==> src/rtl/tdmh_ram.sv <==
// Generic single-write, two-read synchronous RAM with registered read data.
// No dependencies.
module tdmh_ram #(
    parameter int unsigned WIDTH = 8,
    parameter int unsigned DEPTH = 16
) (
    input  logic                     i_clk,
    input  logic                     i_we,
    input  logic [$clog2(DEPTH)-1:0] i_waddr,
    input  logic [WIDTH-1:0]         i_wdata,
    input  logic [$clog2(DEPTH)-1:0] i_raddr_a,
    output logic [WIDTH-1:0]         o_rdata_a,
    input  logic [$clog2(DEPTH)-1:0] i_raddr_b,
    output logic [WIDTH-1:0]         o_rdata_b
);
    logic [WIDTH-1:0] r_mem [DEPTH];

    always_ff @(posedge i_clk) begin
        if (i_we) begin
            r_mem[i_waddr] <= i_wdata;
        end
        o_rdata_a <= r_mem[i_raddr_a];
        o_rdata_b <= r_mem[i_raddr_b];
    end
endmodule

==> config.mk <==
export PLATFORM = sky130hd
export DESIGN_NAME = tdmh_ram
export DESIGN_NICKNAME = d
export VERILOG_FILES = /design/src/rtl/tdmh_ram.sv
export SDC_FILE = /design/constraint.sdc
export NUM_CORES = 1
export LEC_CHECK = 0
export ABC_AREA = 0
export BUFFER_PORTS_ARGS = -buffer_cell sky130_fd_sc_hd__buf_2
export CAP_MARGIN = 10
export CORE_UTILIZATION = 55
export CTS_CLUSTER_DIAMETER = 100
export DETAILED_ROUTE_END_ITERATION = 16
export PLACE_DENSITY = 0.72
export SKIP_CTS_REPAIR_TIMING = 1
export SLEW_MARGIN = 20
export SYNTH_ARGS = -nofsm -noshare
export SYNTH_HDL_FRONTEND = slang
export SYNTH_SLANG_ARGS = --single-unit
==> constraint.sdc <==
create_clock -name i_clk -period 1.9 [get_ports i_clk]
set_input_delay 0.38 -clock i_clk [delete_from_list [all_inputs] [get_ports i_clk]]
set_output_delay 0.38 -clock i_clk [all_outputs]
set_load 0.05 [all_outputs]
# == Word level (Yosys, flattened, before mapping) ==
# Memory sizes are Yosys's and may differ from the RTL's. A register that Yosys moved wholly into a read port is not among the register bits.
# Cells that the tools add are included.
# totals
out_inout_bits,16
in_bits,22
ff_bits,0
wordCells,3
ramBits,128
n_memories,1
# memory_table
memory,depth,word_bits,rd,rd_ports_with_merged_regs,wr,line,text
r_mem,16,8,2,2,1,16,logic [WIDTH-1:0] r_mem [DEPTH];
# classes
mux,2
# ops
operator,count
two-way mux 1 bit,2

# == Depth between registers and ports, before layout ==
# Gate-level depths: netlist of the first run.
# logic_depth
word_depth,2
depth_mapped,5
depth_no_buf,3

# == Worst setup path before layout of the first run ==
# Ideal clock, no wire load.
# synth_path
kind,in2reg
startpoint,input i_waddr[2]
endpoint,memory r_mem[0][0] (enable)
setup_ps,383
slack_ps,27
n_path_buf,0
t_arrival_ps,1490
cell_stages,2
required_time_ps,1517
path_cell_list,or3b_2 -> nor3_1
# synth_lines
item,line,text
from (decl),9,"input logic [$clog2(DEPTH)-1:0] i_waddr,"
to (decl),16,
# Straight into the memory's write port.

# == Final worst setup path of the first run ==
# layout_path
startpoint,"register o_rdata_b[0], read port of r_mem"
endpoint,output o_rdata_b[0]
# layout_lines
item,line,text
from (decl),14,output logic [WIDTH-1:0] o_rdata_b
# No word-level cell between the ends.

==> reports/metrics.csv, run 1 <==
stage;metric;value;unit
clocking;CTS Buf Count;17;
global_routing;first-pass GRT wire length;20500;um
worst_setup_path;slowest stage delay, CP;0.37;ns
sta;final setup vio count;0;
worst_setup_path;Crit path max-delay family;flip-flops;
global_routing;GRT met1 Usage;0.321;
clocking;clock latency on the worst-skew pair;0.42;ns
clocking;H-Tree Depth;4;
worst_setup_path;crit path DAT;1.07;ns
clocking;Clock Tree Root;clkbuf_16;
routing;routed wire length;13300;um
floorplan;# IOs;38;
worst_setup_path;Setup Crit Path Kind;register to output pin;
worst_setup_path;critical path cell sequence;buf_2;
routing;Avg WL per Cell;25.5;um
routing;vias per cell;6.48;
placed_design;port bufs;37;
yosys;mux cell area share after synthesis;0.244;
placed_design;GP Congestion;0.787;
placed_design;Detail Placement HPWL;8620;um
placed_design;pre-CTS setup slack;0.0645;ns
sta;Slew @ Worst Pin;0.857;ns
floorplan;Starting Density;0.575;
routing;DR vias;3376;
final_layout;post-route cell area;0.00736;sq mm
global_routing;GRT Total Usage;0.256;
sta;skew final;0.0108;ns
sta;Worst slew margin;0.428;
run_status;status;complete, no violations;
final_layout;Synth-to-Final Area Change;15.9;%
clocking;TritonCTS clock tree;built;
final_layout;Ant. Diodes;0;
power_and_ir_drop;cell area power density;1010;mW/mm^2
sta;Final Critical Period;1.45;ns
yosys;Synth Area in Compound Gates;0.0379;
yosys;Synth cell types;20;
worst_setup_path;critical path launch point type;register;
global_routing;pin count of the biggest net entering global routing;33;
sta;setup ws final;0.453;ns
routing;initial drt markers;336;
routing;detailed-route DRC error count;0;
final_layout;fillers;737;
yosys;XOR/XNOR Fraction of Synth Area;0;
yosys;Syn Inst Count;307;
clocking;Clock Pin Slew Worst Setup and Hold Paths;0.06;ns
global_routing;vias in the first global route;3577;
final_layout;fraction of layout cells with a size suffix above 1;0.325;
yosys;#FFs+latches synth;144;
worst_setup_path;Critical Path RT;1.52;ns
power_and_ir_drop;Total Power;7.43;mW
clocking;clock tree sinks;144;
sta;setup_tns;0;ns
floorplan;Placement Rows;38;
yosys;Post-Syn Area;0.00635;sq mm
global_routing;gr busiest metal;met2;
final_layout;Core Util, Final;0.667;
sta;final hold vios;0;
worst_setup_path;Slowest cell on crit path;dfxtp_1;
yosys;Post-Synth Adder-Cell Area;0;
floorplan;core area;0.0110;sq mm
yosys;largest family of logic cells by synthesized area;multiplexers;
floorplan;die height;109;um
placed_design;Post-DP Area;0.00678;sq mm
yosys;Avg Cell Area, Syn;20.7;sq um
yosys;Post-Syn Nets;329;
floorplan;Die Wd;109;um
worst_setup_path;CP Max Fanout;1;
sta;Tcrit/Tclk final;0.762;
sta;count of final max-slew check failures;0;
worst_setup_path;endpoint class of the critical path;output pin;
flow_run;max cap viols;0;
yosys;synth warn;0;
worst_setup_path;CP Buf/Inv Count;1;
routing;remaining antenna violation count;0;
global_routing;GR Layer Usage met3;0.0788;
sta;Max Fclk;0.691;GHz
yosys;Seq/Total Area, Yosys;0.656;
routing;1st-pass router iterations;5;
min_path;worst hold-check path type;primary input to register;
global_routing;M2 GR Usage;0.415;
floorplan;Die Area;0.0120;sq mm
final_layout;Post-layout nets;390;
yosys;Simple-Gate Fraction of Synth Area;0.0343;
clocking;deepest clock path buffer count;2;
global_routing;initial antenna violation count;0;
power_and_ir_drop;leakage;2.58;nW
sta;RSZ-0062 raised after global routing;no;
power_and_ir_drop;Max VDD drop;0.000907;V
global_routing;GRT overflow;0;
power breakdown:
group,total (mW),internal [mW],switching (mW)
logic,0.657,0.257,0.400
registers,3.59,3.55,0.0404
clock network,3.19,2.03,1.16
total,7.43,5.83,1.60
final cells by class:
class	count	area, sq um	share of cell area
Tap cell	140	175	0.0238
Timing Repair Buffer	62	435	0.0592
Sequential cell	144	4160	0.566
Multi-Input combinational cell	143	2010	0.273
Clock buffer	26	489	0.0665
Clock inverter	6	83.8	0.0114
Yosys cell counts:
cell               n  area (sq um)
a22oi_1           32           240
and2_1             2          12.5
and2b_1            2          15.0
buf_2              6          30.0
buf_4              2          15.0
buf_6              6          67.6
clkdlybuf4s25_2    6          60.1
dfxtp_1           16           320
edfxtp_1         128          3840
mux4_1            28           736
mux4_2            34           766
mux4_4             2          50.1
nand2_1           17          63.8
nand2b_1           2          12.5
nand3_1            1          5.00
nand3b_1           2          15.0
nor2_1            14          52.6
nor2b_1            2          12.5
nor3_1             4          20.0
or3b_2             1          8.76
layer usage:
layer | up-vias | wire length [um]
li1 | 1458 | -
met3 | 23 | 899
met4 | 0 | 299
met2 | 134 | 6810
met1 | 1761 | 5270
met5 | - | 0
cell usage in the layout (no fill, tap or decap), types with 2 or more instances in the layout:
cell type,n
dfxtp_1,16
edfxtp_1,128
bufinv_16,2
buf_2,37
and2_1,2
mux4_1,28
a22oi_1,32
buf_12,5
nor2_1,14
buf_4,20
nand2_1,17
nor3_1,4
mux4_2,34
mux4_4,2
clkbuf_1,6
nand2b_1,2
and2b_1,2
nand3b_1,2
clkbuf_16,17
nor2b_1,2
clkbuf_8,3
clkinvlp_4,2
sequential cells by signal, summed over array words and instances (netlist names):
name	flops
o_rdata_b	8
o_rdata_a	8
r_mem	128
metrics by stage:
| stage | cells | hold WS [ns] |
|---|---|---|
| 6_report | 521 | 0.332 |
| 3_5_place_dp | 489 | 0.680 |
| 3_3_place_gp | 489 | 0.672 |
| 2_1_floorplan | 307 | 0.479 |
| 4_1_cts | 521 | 0.317 |
| 5_1_grt | 521 | 0.333 |
cell families (layout without fill, tap and decap cells):
group	after synthesis	after routing
AOI/OAI and AO/OA	32	32
buffers and inverters	20	94
DFF	144	144
muxes	64	64
and+or+nand+nor	47	47
worst paths after layout:
check | end | start | cells past startpoint | slack (ns)
worst max register to register | o_rdata_b[7] | r_mem[0][7] | 3 | 0.48
worst min register to register | o_rdata_b[3] | r_mem[15][3] | 3 | 0.69
worst min-delay path | r_mem[0][7] | i_wdata[7] | 1 | 0.33
worst max-delay path | o_rdata_b[0] | o_rdata_b[0] | 1 | 0.45
(Power assumes the default switching activity.)
==> run 2, diff against run 1 <==
--- a/config.mk
+++ b/config.mk
@@ -5,7 +5,7 @@
 export SDC_FILE = /design/constraint.sdc
 export NUM_CORES = 1
 export LEC_CHECK = 0
-export ABC_AREA = 0
+export ABC_AREA = 1
 export BUFFER_PORTS_ARGS = -buffer_cell sky130_fd_sc_hd__buf_2
 export CAP_MARGIN = 10
 export CORE_UTILIZATION = 55
==> constraint.sdc (replaced) <==
create_clock -name i_clk -period 1.3 [get_ports i_clk]
set_input_delay 0.26 -clock i_clk [delete_from_list [all_inputs] [get_ports i_clk]]
set_output_delay 0.26 -clock i_clk [all_outputs]
set_load 0.05 [all_outputs]
==> run 2 against run 1 <==
- setup slack got worse by 0.44 ns
- sequential power rose by 46%
- die area rose by 14%
- synthesized cell count rose to 2.8 times the previous value
- routed wire length rose by 55%
- final cell count rose by 110%
- via count rose by 83%
- largest power group unchanged
==> reports/metrics.csv, run 2 <==
stage;metric;value;unit
global_routing;initial antenna violation count;0;
yosys;synth warn;0;
power_and_ir_drop;cell area power density;1360;mW/mm^2
worst_setup_path;Setup Crit Path Kind;register to output pin;
global_routing;GRT Total Usage;0.325;
clocking;Clock Pin Slew Worst Setup and Hold Paths;0.06;ns
sta;WHS;0.216;ns
sta;final setup vio count;0;
yosys;dominant cell type by area after synthesis;edfxtp_1;
yosys;most frequent cell after synthesis;nand2_1;
clocking;CTS Buf Count;17;
routing;routed wire length;20500;um
worst_setup_path;CP Buf/Inv Count;1;
run_status;status;complete, no violations;
final_layout;commonest non-fill, non-tap cell in the layout;nand2_1;
worst_setup_path;critical path launch point type;register;
final_layout;max reg flops;128;
yosys;post-synth top area share;0.529;
floorplan;Starting Density;0.571;
global_routing;vias in the first global route;5918;
floorplan;core area;0.0127;sq mm
worst_setup_path;Crit path max-delay family;flip-flops;
routing;remaining antenna violation count;0;
yosys;Avg Cell Area, Syn;8.53;sq um
power_and_ir_drop;leakage;3.88;nW
routing;DR vias;6167;
worst_setup_path;crit path DAT;1.02;ns
placed_design;port bufs;37;
min_path;worst hold-check path type;primary input to register;
worst_setup_path;slowest stage delay, CP;0.35;ns
yosys;#FFs+latches synth;144;
yosys;Seq/Total Area, Yosys;0.574;
floorplan;die height;117;um
routing;detailed-route DRC error count;0;
sta;count of final max-slew check failures;0;
sta;skew final;0.00784;ns
power_and_ir_drop;clock network fraction of total power;0.428;
routing;initial drt markers;801;
final_layout;Final Non-Filler Cells;1091;
power_and_ir_drop;Combinational Power Share;0.117;
routing;1st-pass router iterations;5;
yosys;Post-Syn Nets;873;
worst_setup_path;CP Max Fanout;1;
routing;Avg WL per Cell;18.8;um
yosys;top post-synthesis cells by count;nand2_1, nand3_1, inv_1;
global_routing;GRT overflow;0;
worst_setup_path;Critical Path RT;1.04;ns
yosys;Post-synth top flop;edfxtp_1;
yosys;Post-Syn Area;0.00726;sq mm
sta;Max Fclk;0.779;GHz
yosys;Synth cell types;13;
final_layout;Largest Register;r_mem;
sta;RSZ-0062 raised after global routing;no;
sta;setup ws final;0.0167;ns
sta;Final Critical Period;1.28;ns
worst_setup_path;critical path cell sequence;clkbuf_4;
power_and_ir_drop;Int Pwr;8.60;mW
power_and_ir_drop;Max VDD drop;0.000834;V
placed_design;GP Congestion;0.887;
sta;final hold vios;0;
worst_setup_path;crit path from;o_rdata_a[6];
placed_design;placed cells;1059;
clocking;TritonCTS clock tree;built;
clocking;clock latency on the worst-skew pair;0.43;ns
floorplan;Placement Rows;41;
sta;Tcrit/Tclk final;0.987;
worst_setup_path;Slowest cell on crit path;dfxtp_1;
yosys;Post-synth EDFFs;128;
sta;Worst slew margin;0.727;
final_layout;Synth-to-Final Area Change;16.3;%
power_and_ir_drop;Sequential Power Share;0.455;
final_layout;Ant. Diodes;0;
clocking;Clock Tree Root;clkbuf_16;
yosys;Syn Inst Count;851;
final_layout;fraction of layout cells with a size suffix above 1;0.127;
min_path;hold path start;i_wdata[4];
floorplan;# IOs;38;
routing;vias per cell;5.65;
final_layout;biggest regs;r_mem x128, o_rdata_a x8, o_rdata_b x8;
placed_design;pre-CTS setup slack;-0.0143;ns
worst_setup_path;worst r2r src;r_mem[4][5];
yosys;top cells by area, synth;edfxtp_1, nand3_1, nand2_1;
final_layout;Post-layout nets;928;
flow_run;max cap viols;0;
power_and_ir_drop;Net Sw Power;2.89;mW
global_routing;first-pass GRT wire length;31700;um
placed_design;Detail Placement HPWL;13300;um
power_and_ir_drop;switching part of the total;0.251;
sta;Slew @ Worst Pin;0.409;ns
floorplan;Die Area;0.0137;sq mm
clocking;clock tree sinks;144;
final_layout;most frequent cells in the layout;nand2_1, nand3_1, inv_1;
worst_setup_path;endpoint class of the critical path;output pin;
clocking;H-Tree Depth;4;
yosys;asr flop ratio synth;0;
clocking;deepest clock path buffer count;2;
floorplan;Die Wd;117;um
global_routing;pin count of the biggest net entering global routing;39;
run 2: changes by cell type after synthesis, sizes merged, moves of 3 or more:
cell | before | now
a22oi | 32 | 0
buf | 14 | 45
clkbuf | 0 | 3
clkdlybuf4s25 | 6 | 0
inv | 0 | 138
mux4 | 64 | 0
nand2 | 17 | 277
nand3 | 1 | 225
nor2 | 14 | 17
nor3 | 4 | 0
run 2: per-stage QoR:
step                cell area, sq um  power, mW  setup TNS (ns)  utilization
CTS                             8410       11.5          -0.219        0.661
detailed placement              7820       6.62         -0.0143        0.614
global route                    8440       11.8               0        0.663
floorplan                       7260       6.16               0            -
global placement                7820       6.61               0        0.614
finish                          8440       11.5               0        0.663
run 2: worst paths after layout:
check                 end  slack (ns)  cells past startpoint
max          o_rdata_a[6]        0.02                      1
min           r_mem[9][4]        0.22                      1
min reg2reg  o_rdata_b[3]        0.69                      6
max reg2reg  o_rdata_a[5]        0.27                      6
run 2: power groups by stage:
stage / Sequential [mW] / Clock, mW / Combinational (mW)
finish: 5.23 / 4.91 / 1.35
global route: 5.23 / 5.13 / 1.45
CTS: 5.22 / 4.93 / 1.31
detailed placement: 5.32 / 0 / 1.30
global placement: 5.32 / 0 / 1.29
floorplan: 5.51 / 0 / 0.652
run 2: final cells by class:
class | count | area (sq um)
Tap cell | 172 | 215
Timing Repair Buffer | 84 | 704
Inverter | 138 | 518
Fill cell | 1095 | 4280
Multi-Input combinational cell | 521 | 2240
Sequential cell | 144 | 4160
Clock buffer | 18 | 429
Clock inverter | 14 | 164
run 2: cell families after synthesis:
group,count (synthesis),synth area share
simple gates,521,0.309
buf+inv,186,0.117
flops,144,0.574
run 2: routing by layer:
layer,share of wire,GRT usage,vias up
met5,0,0,-
met4,0.034,0.164,0
met3,0.083,0.0675,60
met2,0.46,0.505,330
met1,0.42,0.436,2924
li1,-,-,2853
